**src/rtl/atr_pkg.sv**
```systemverilog
// Types, constants and helper functions for the smart card ATR parser.
`default_nettype none

package atr_pkg;

    localparam int MAX_PROTOCOLS = 7;
    localparam int MAX_ATR_BYTES = 63;

    localparam logic [7:0] INVERSE_MARK = 8'h03;
    localparam logic [7:0] TS_DIRECT    = 8'h3B;
    localparam logic [7:0] TS_INVERSE   = 8'h3F;
    localparam logic [7:0] IFSC_DEFAULT = 8'd32;
    localparam logic [7:0] WAIT_DEFAULT = 8'h4D;

    // Byte classification codes reported in byte_kind.
    localparam logic [3:0] KIND_TS   = 4'd0;
    localparam logic [3:0] KIND_T0   = 4'd1;
    localparam logic [3:0] KIND_TA   = 4'd2;
    localparam logic [3:0] KIND_TB   = 4'd3;
    localparam logic [3:0] KIND_TC   = 4'd4;
    localparam logic [3:0] KIND_TD   = 4'd5;
    localparam logic [3:0] KIND_HIST = 4'd6;
    localparam logic [3:0] KIND_TCK  = 4'd7;
    localparam logic [3:0] KIND_IGN  = 4'd8;

    typedef enum logic [2:0] {
        PH_TS    = 3'd0,
        PH_T0    = 3'd1,
        PH_IFACE = 3'd2,
        PH_HIST  = 3'd3,
        PH_TCK   = 3'd4,
        PH_DONE  = 3'd5,
        PH_ERR   = 3'd6
    } phase_t;

    typedef struct packed {
        logic [7:0] raw_byte;
        logic       is_last;
    } atr_in_t;

    typedef struct packed {
        logic [7:0] decoded_byte;
        logic [3:0] byte_kind;
        logic [2:0] group_index;
        logic       summary_valid;
        logic       status;
        logic [3:0] protocol_count;
        logic [3:0] hist_count;
        logic       tck_present;
        logic [7:0] ifsc;
        logic [7:0] bwi_cwi;
        logic [5:0] atr_length;
        logic       inverse_convention;
    } atr_out_t;

    // Inverse convention decoding: reverse the bit order and invert.
    function automatic logic [7:0] flip_bits(input logic [7:0] b);
        logic [7:0] r;
        for (int i = 0; i < 8; i++) begin
            r[7 - i] = ~b[i];
        end
        return r;
    endfunction

endpackage

`default_nettype wire

```
**src/rtl/smartcard_atr_parser.sv**
```systemverilog
// Streaming ISO 7816-3 Answer-to-Reset parser, top level.
`default_nettype none

// One ATR byte is taken per request and one result comes back for each, with
// a summary on the result of the byte marked last. A new byte can be taken in
// every clock cycle while results are not stalled: a byte is held in an input
// register, classified by a single level of decision logic and written to a
// result register. The input register and the result register each hold one
// request, so one more byte is accepted while a result waits to be taken.
// After the last byte the parser returns to its reset state and expects the
// TS of a new ATR.
module smartcard_atr_parser (
    input  wire               clk,
    input  wire               rst_n,
    input  wire               byte_valid,
    output logic              byte_stall,
    input  atr_pkg::atr_in_t  byte_data,
    output logic              res_valid,
    input  wire               res_stall,
    output atr_pkg::atr_out_t res_data
);
    import atr_pkg::*;

    localparam logic [5:0] ATR_LIMIT  = 6'(MAX_ATR_BYTES);
    localparam logic [2:0] GROUP_LIMIT = 3'(MAX_PROTOCOLS);

    // Input register
    logic    in_valid_reg;
    atr_in_t in_item_reg;

    // Result register
    logic     out_valid_reg;
    atr_out_t out_item_reg;

    // Parser state
    phase_t     phase_reg, phase_next;
    logic [5:0] byte_count_reg, byte_count_next;
    logic [2:0] group_reg, group_next;
    logic [3:0] pending_reg, pending_next;
    logic [3:0] hist_rem_reg, hist_rem_next;
    logic [3:0] hist_total_reg, hist_total_next;
    logic       check_reg, check_next;
    logic       invert_reg, invert_next;
    logic       t1_seen_reg, t1_seen_next;
    logic [2:0] t1_group_reg, t1_group_next;
    logic [7:0] ifsc_reg, ifsc_next;
    logic [7:0] wait_reg, wait_next;
    logic       error_reg, error_next;
    logic [5:0] length_reg, length_next;

    logic       advance;
    logic       in_range;
    logic [7:0] dec;
    logic [3:0] kind;
    logic [2:0] grp;
    logic       end_iface;
    atr_out_t   result;

    assign advance    = in_valid_reg && (!out_valid_reg || !res_stall);
    assign byte_stall = in_valid_reg && !advance;
    assign res_valid  = out_valid_reg;
    assign res_data   = out_item_reg;

    assign in_range    = byte_count_reg < ATR_LIMIT;
    assign invert_next = (byte_count_reg == '0) ? (in_item_reg.raw_byte == INVERSE_MARK)
                                                : invert_reg;
    assign dec = invert_next ? flip_bits(in_item_reg.raw_byte) : in_item_reg.raw_byte;

    // Classification of the current byte.
    always_comb
    begin
        kind = KIND_IGN;
        grp  = '0;
        if (in_range) begin
            unique case (phase_reg)
                PH_TS:    kind = KIND_TS;
                PH_T0:    kind = KIND_T0;
                PH_IFACE:
                begin
                    grp = group_reg;
                    if (pending_reg[0]) begin
                        kind = KIND_TA;
                    end else if (pending_reg[1]) begin
                        kind = KIND_TB;
                    end else if (pending_reg[2]) begin
                        kind = KIND_TC;
                    end else begin
                        kind = KIND_TD;
                    end
                end
                PH_HIST:  kind = KIND_HIST;
                PH_TCK:   kind = KIND_TCK;
                default:  kind = KIND_IGN;
            endcase
        end
    end

    // Next parser state.
    always_comb
    begin
        phase_next      = phase_reg;
        byte_count_next = byte_count_reg;
        group_next      = group_reg;
        pending_next    = pending_reg;
        hist_rem_next   = hist_rem_reg;
        hist_total_next = hist_total_reg;
        check_next      = check_reg;
        t1_seen_next    = t1_seen_reg;
        t1_group_next   = t1_group_reg;
        ifsc_next       = ifsc_reg;
        wait_next       = wait_reg;
        error_next      = error_reg;
        length_next     = length_reg;
        end_iface       = 1'b0;

        if (in_range) begin
            byte_count_next = byte_count_reg + 6'd1;
            unique case (phase_reg)
                PH_TS:
                begin
                    if (dec == TS_DIRECT || dec == TS_INVERSE) begin
                        phase_next = PH_T0;
                    end else begin
                        phase_next = PH_ERR;
                        error_next = 1'b1;
                    end
                end
                PH_T0:
                begin
                    hist_total_next = dec[3:0];
                    pending_next    = dec[7:4];
                    group_next      = '0;
                    check_next      = 1'b0;
                    phase_next      = PH_IFACE;
                    end_iface       = (dec[7:4] == '0);
                end
                PH_IFACE:
                begin
                    case (kind)
                        KIND_TA:
                        begin
                            pending_next[0] = 1'b0;
                            if (t1_seen_reg && group_reg == t1_group_reg) begin
                                ifsc_next = dec;
                            end
                        end
                        KIND_TB:
                        begin
                            pending_next[1] = 1'b0;
                            if (t1_seen_reg && group_reg == t1_group_reg) begin
                                wait_next = dec;
                            end
                        end
                        KIND_TC:
                        begin
                            pending_next[2] = 1'b0;
                        end
                        default:
                        begin
                            check_next = (dec[3:0] != '0);
                            if (group_reg >= GROUP_LIMIT) begin
                                error_next   = 1'b1;
                                phase_next   = PH_ERR;
                                pending_next = '0;
                            end else begin
                                // The first T=1 indication from TD2 on selects the
                                // group that carries IFSC and BWI/CWI.
                                if (!t1_seen_reg && group_reg != '0 && dec[3:0] == 4'd1) begin
                                    t1_seen_next  = 1'b1;
                                    t1_group_next = group_reg + 3'd1;
                                end
                                group_next   = group_reg + 3'd1;
                                pending_next = dec[7:4];
                            end
                        end
                    endcase
                    end_iface = (pending_next == '0) && (phase_next != PH_ERR);
                end
                PH_HIST:
                begin
                    hist_rem_next = hist_rem_reg - 4'd1;
                    if (hist_rem_next == '0) begin
                        if (check_reg) begin
                            phase_next = PH_TCK;
                        end else begin
                            phase_next  = PH_DONE;
                            length_next = byte_count_reg + 6'd1;
                        end
                    end
                end
                PH_TCK:
                begin
                    phase_next  = PH_DONE;
                    length_next = byte_count_reg + 6'd1;
                end
                default:
                begin
                end
            endcase

            if (end_iface) begin
                hist_rem_next = hist_total_next;
                if (hist_total_next != '0) begin
                    phase_next = PH_HIST;
                end else if (check_next) begin
                    phase_next = PH_TCK;
                end else begin
                    phase_next  = PH_DONE;
                    length_next = byte_count_reg + 6'd1;
                end
            end
        end
    end

    // Result assembly; the summary reflects the state after this byte.
    always_comb
    begin
        result              = '0;
        result.decoded_byte = dec;
        result.byte_kind    = kind;
        result.group_index  = grp;
        if (in_item_reg.is_last) begin
            result.summary_valid      = 1'b1;
            result.status             = error_next || (phase_next != PH_DONE);
            result.protocol_count     = {1'b0, group_next} + 4'd1;
            result.hist_count         = hist_total_next;
            result.tck_present        = check_next;
            result.ifsc               = ifsc_next;
            result.bwi_cwi            = wait_next;
            result.atr_length         = (phase_next == PH_DONE && !error_next) ? length_next
                                                                                : '0;
            result.inverse_convention = invert_next;
        end
    end

    always_ff @(posedge clk or negedge rst_n)
    begin
        if (!rst_n) begin
            in_valid_reg  <= 1'b0;
            out_valid_reg <= 1'b0;
        end else begin
            if (!byte_stall) begin
                in_valid_reg <= byte_valid;
            end
            if (advance) begin
                out_valid_reg <= 1'b1;
            end else if (!res_stall) begin
                out_valid_reg <= 1'b0;
            end
        end
    end

    always_ff @(posedge clk)
    begin
        if (byte_valid && !byte_stall) begin
            in_item_reg <= byte_data;
        end
        if (advance) begin
            out_item_reg <= result;
        end
    end

    always_ff @(posedge clk or negedge rst_n)
    begin
        if (!rst_n) begin
            phase_reg      <= PH_TS;
            byte_count_reg <= '0;
            group_reg      <= '0;
            pending_reg    <= '0;
            hist_rem_reg   <= '0;
            hist_total_reg <= '0;
            check_reg      <= 1'b0;
            invert_reg     <= 1'b0;
            t1_seen_reg    <= 1'b0;
            t1_group_reg   <= '0;
            ifsc_reg       <= IFSC_DEFAULT;
            wait_reg       <= WAIT_DEFAULT;
            error_reg      <= 1'b0;
            length_reg     <= '0;
        end else if (advance) begin
            if (in_item_reg.is_last) begin
                // The last byte closes the ATR: start over for the next one.
                phase_reg      <= PH_TS;
                byte_count_reg <= '0;
                group_reg      <= '0;
                pending_reg    <= '0;
                hist_rem_reg   <= '0;
                hist_total_reg <= '0;
                check_reg      <= 1'b0;
                invert_reg     <= 1'b0;
                t1_seen_reg    <= 1'b0;
                t1_group_reg   <= '0;
                ifsc_reg       <= IFSC_DEFAULT;
                wait_reg       <= WAIT_DEFAULT;
                error_reg      <= 1'b0;
                length_reg     <= '0;
            end else begin
                phase_reg      <= phase_next;
                byte_count_reg <= byte_count_next;
                group_reg      <= group_next;
                pending_reg    <= pending_next;
                hist_rem_reg   <= hist_rem_next;
                hist_total_reg <= hist_total_next;
                check_reg      <= check_next;
                invert_reg     <= invert_next;
                t1_seen_reg    <= t1_seen_next;
                t1_group_reg   <= t1_group_next;
                ifsc_reg       <= ifsc_next;
                wait_reg       <= wait_next;
                error_reg      <= error_next;
                length_reg     <= length_next;
            end
        end
    end

endmodule

`default_nettype wire
```
**config.mk**
```make
export PLATFORM = sky130hd
export DESIGN_NAME = smartcard_atr_parser
export DESIGN_NICKNAME = d
export VERILOG_FILES = /design/src/rtl/atr_pkg.sv /design/src/rtl/smartcard_atr_parser.sv
export SDC_FILE = /design/constraint.sdc
export NUM_CORES = 1
export LEC_CHECK = 0
export BUFFER_PORTS_ARGS = -buffer_cell sky130_fd_sc_hd__buf_2
export CAP_MARGIN = 20
export CORE_UTILIZATION = 55
export CTS_CLUSTER_DIAMETER = 40
export DETAILED_ROUTE_END_ITERATION = 12
export GPL_ROUTABILITY_DRIVEN = 0
export PLACE_DENSITY = 0.76
export SLEW_MARGIN = 5
export SYNTH_ARGS = -nofsm -noshare
export SYNTH_HDL_FRONTEND = slang
export SYNTH_SLANG_ARGS = --single-unit
```
**constraint.sdc**
```tcl
create_clock -name clk -period 3.88 [get_ports clk]
set_input_delay 0.194 -clock clk [delete_from_list [all_inputs] [get_ports clk]]
set_output_delay 0.194 -clock clk [all_outputs]
set_load 0.05 [all_outputs]
```
==> impl_metrics.py <==
metrics = {
    "critical_path": {
        "cp-start-kind": "flip-flop",
        "worstPathCellList": "inv_1, ha_1, or3b_1, o21ai_4, a221oi_2, nand2_1, o21ba_1, o31ai_2, a32o_1, nor3_2",
        "rrSetupSlack_ns": 0.37,
        "worst-path-buf-inv": 1,
        "crit_family": "compound AO/OA/AOI/OAI gates",
        "arrival_ns": 3.77,
        "crit_path_max_incr_delay_ns": 0.59,
        "criticalPathCategory": "flip-flop to flip-flop",
        "path_max_fanout": 12,
        "critical_path.endpoint_type": "flip-flop",
        "cp.required_ns": 4.14,
        "slowest_stage": "a221oi_2",
    },
    "logic_synthesis": {
        "yosys-top-cells-area": "edfxtp_1 30%, dfrtp_1 22%, nand2_1 4.4%",
        "ys.warnings.count": 0,
        "synth-edff-count": 58,
        "synth_top_area_share": 0.300,
        "ys_ff_latch": 113,
        "netlist_instances": 564,
        "synth_cell_types": 72,
        "synth_fp_nets": 585,
        "yosysSeqAreaShare": 0.537,
        "syn_area_um2": 5810,
        "synth_top_flop_cell": "edfxtp_1",
        "avgSynthCellArea_um2": 10.3,
        "synth_top_area_cell": "edfxtp_1",
        "async_flop_share": 0.487,
    },
    "timing": {
        "clock-skew-final_ns": 0.00610,
        "finalSetupViolCount": 0,
        "tightest_slew_ns": 1.01,
        "relSlewSlack": 0.325,
        "period_needed_ns": 3.51,
        "finalHoldViolCount": 0,
        "min_period_over_period": 0.904,
        "finalSetupTns_ns": 0,
        "fmax_mhz": 285,
        "rsz0062_at_grt": "false",
        "slew_viol_final": 0,
    },
    "drt": {
        "drtPass1Iterations": 5,
        "viasPerCell": 6.09,
        "drc_errors": 0,
        "ant_nets": 0,
        "wire_per_inst_um": 18.2,
        "dr_total_vias": 4838,
        "drt_iter0_markers": 400,
        "wirelength_um": 14500,
    },
    "global_route": {
        "antenna_found_initial": 0,
        "overflow": 0,
        "grt_start_max_net_pins": 31,
        "first_global_vias": 4629,
        "grt_pass1_wl_um": 23400,
        "grt_use_total": 0.279,
    },
    "clock_network": {
        "clock_sinks": 113,
        "clk_pin_slew_ns": 0.06,
        "cts_resized": 0,
        "htree_levels": 4,
        "cts_buffers": 17,
        "cts_hold_buf": 13,
        "cts_tree": "built",
        "clock_path_buffers": 2,
        "insertion_delay_ns": 0.53,
        "cts_root_buf": "clkbuf_8",
        "postCtsSetupRepairBufs": 0,
    },
    "worst_hold_path": {
        "hold_class": "input port to async pin",
    },
    "finish": {
        "fin_util": 0.678,
        "syn2layout_area_growth_pct": 19.8,
        "largest_reg_flops": 49,
        "layout_commonest_cell": "nand2_1",
        "post_route_cells_drive_above_1_share": 0.204,
        "antenna_cells": 0,
        "fin_nets": 666,
        "final_cell_mix": "68 x nand2_1, 63 x buf_2, 58 x edfxtp_1",
        "fin_cells": 794,
        "fillCellCount": 809,
    },
    "floorplan": {
        "die_h_um": 105,
        "initial_core_util": 0.566,
        "num_io_pins": 64,
        "fp.dieW_um": 105,
        "dieArea_um2": 11000,
        "num_rows": 37,
        "fp.coreArea_um2": 10300,
    },
    "status": {
        "status": "finished, final reports clean",
    },
    "placement": {
        "hpwl_um": 9760,
        "placed_cells": 749,
        "portBuffers": 63,
    },
    "power": {
        "p_per_area_nw_per_um2": 688,
        "power.leakage_nw": 2.82,
        "peakVddDrop_mv": 0.363,
    },
    "run": {
        "maxCapViolCount": 0,
    },
}
[layer usage]
| layer | routed length (um) | GRT usage | vias up |
|---|---|---|---|
| met2 | 6870 | 0.429 | 207 |
| met5 | 0 | 0 | - |
| li1 | - | - | 2249 |
| met4 | 570 | 0.157 | 0 |
| met1 | 6050 | 0.366 | 2329 |
| met3 | 973 | 0.0630 | 53 |
[power by group]
group | switching, W | internal [W]
logic | 0.00110 | 0.000534
registers | 0.000202 | 0.00150
clock network | 0.000532 | 0.000923
[final cells by class]
cell class,instances,area [um^2],area share
timing repair buffer,91,558,0.0801
inverter,19,71.3,0.0102
sequential,113,3120,0.449
clock inverter,11,114,0.0164
multi-input combinational,403,2490,0.357
clock buffer,21,439,0.0631
tap,136,170,0.0244
[cells in the mapped netlist, types with 6 or more instances]
library cell	instances
nand2b_1	6
a211oi_1	7
edfxtp_1	58
nor4_1	9
ha_1	8
nor2b_1	10
nor2_1	51
a21oi_1	31
o21ai_0	40
a22o_1	6
nand2_1	68
o21ai_1	14
o22a_1	6
dfrtp_1	50
nand3_1	12
nor3_1	9
mux2i_1	12
a31oi_1	6
a32o_1	6
clkbuf_1	20
buf_2	6
inv_1	19
o31ai_1	6
[through the flow]
step | setup slack, ns | cell area (um^2) | total power, W | hold slack (ns)
finish | 0.374 | 6960 | 0.00479 | 0.245
global route | 0.159 | 6960 | 0.00503 | 0.308
CTS | 0.414 | 6960 | 0.00478 | 0.251
detailed placement | 0.428 | 6280 | 0.00331 | 0.262
global placement | 0.570 | 6280 | 0.00326 | 0.261
floorplan | 0.731 | 5810 | 0.00295 | -0.102
[worst paths after layout]
| kind | from | endpoint | cells past startpoint |
|---|---|---|---|
| min in group clk | byte_data[3] | in_item_reg[3]$_DFFE_PP_ | 2 |
| setup reg to reg | byte_count_reg[0]$_DFFE_PN0P_ | res_data[4]$_SDFFCE_PN0P_ | 10 |
| hold reg to reg | ifsc_reg[7]$_DFFE_PN0P_ | ifsc_reg[7]$_DFFE_PN0P_ | 2 |
| hold / removal | rst_n | length_reg[1]$_DFFE_PN0P_ | 2 |
| max in group asynchronous | rst_n | wait_reg[6]$_DFFE_PN1P_ | 3 |
| setup / recovery | byte_count_reg[0]$_DFFE_PN0P_ | res_data[4]$_SDFFCE_PN0P_ | 10 |
[cell families after synthesis]
| logic type | after synthesis | share of synthesized area |
|---|---|---|
| AOI/OAI and AO/OA | 171 | 0.204 |
| xor gates and xnor gates | 9 | 0.0136 |
| adders and majority gates | 8 | 0.0172 |
| buffers and inverters | 48 | 0.0349 |
| DFF | 113 | 0.537 |
| muxes | 12 | 0.0207 |
| and+or+nand+nor | 203 | 0.173 |
(Power assumes the default switching activity.)
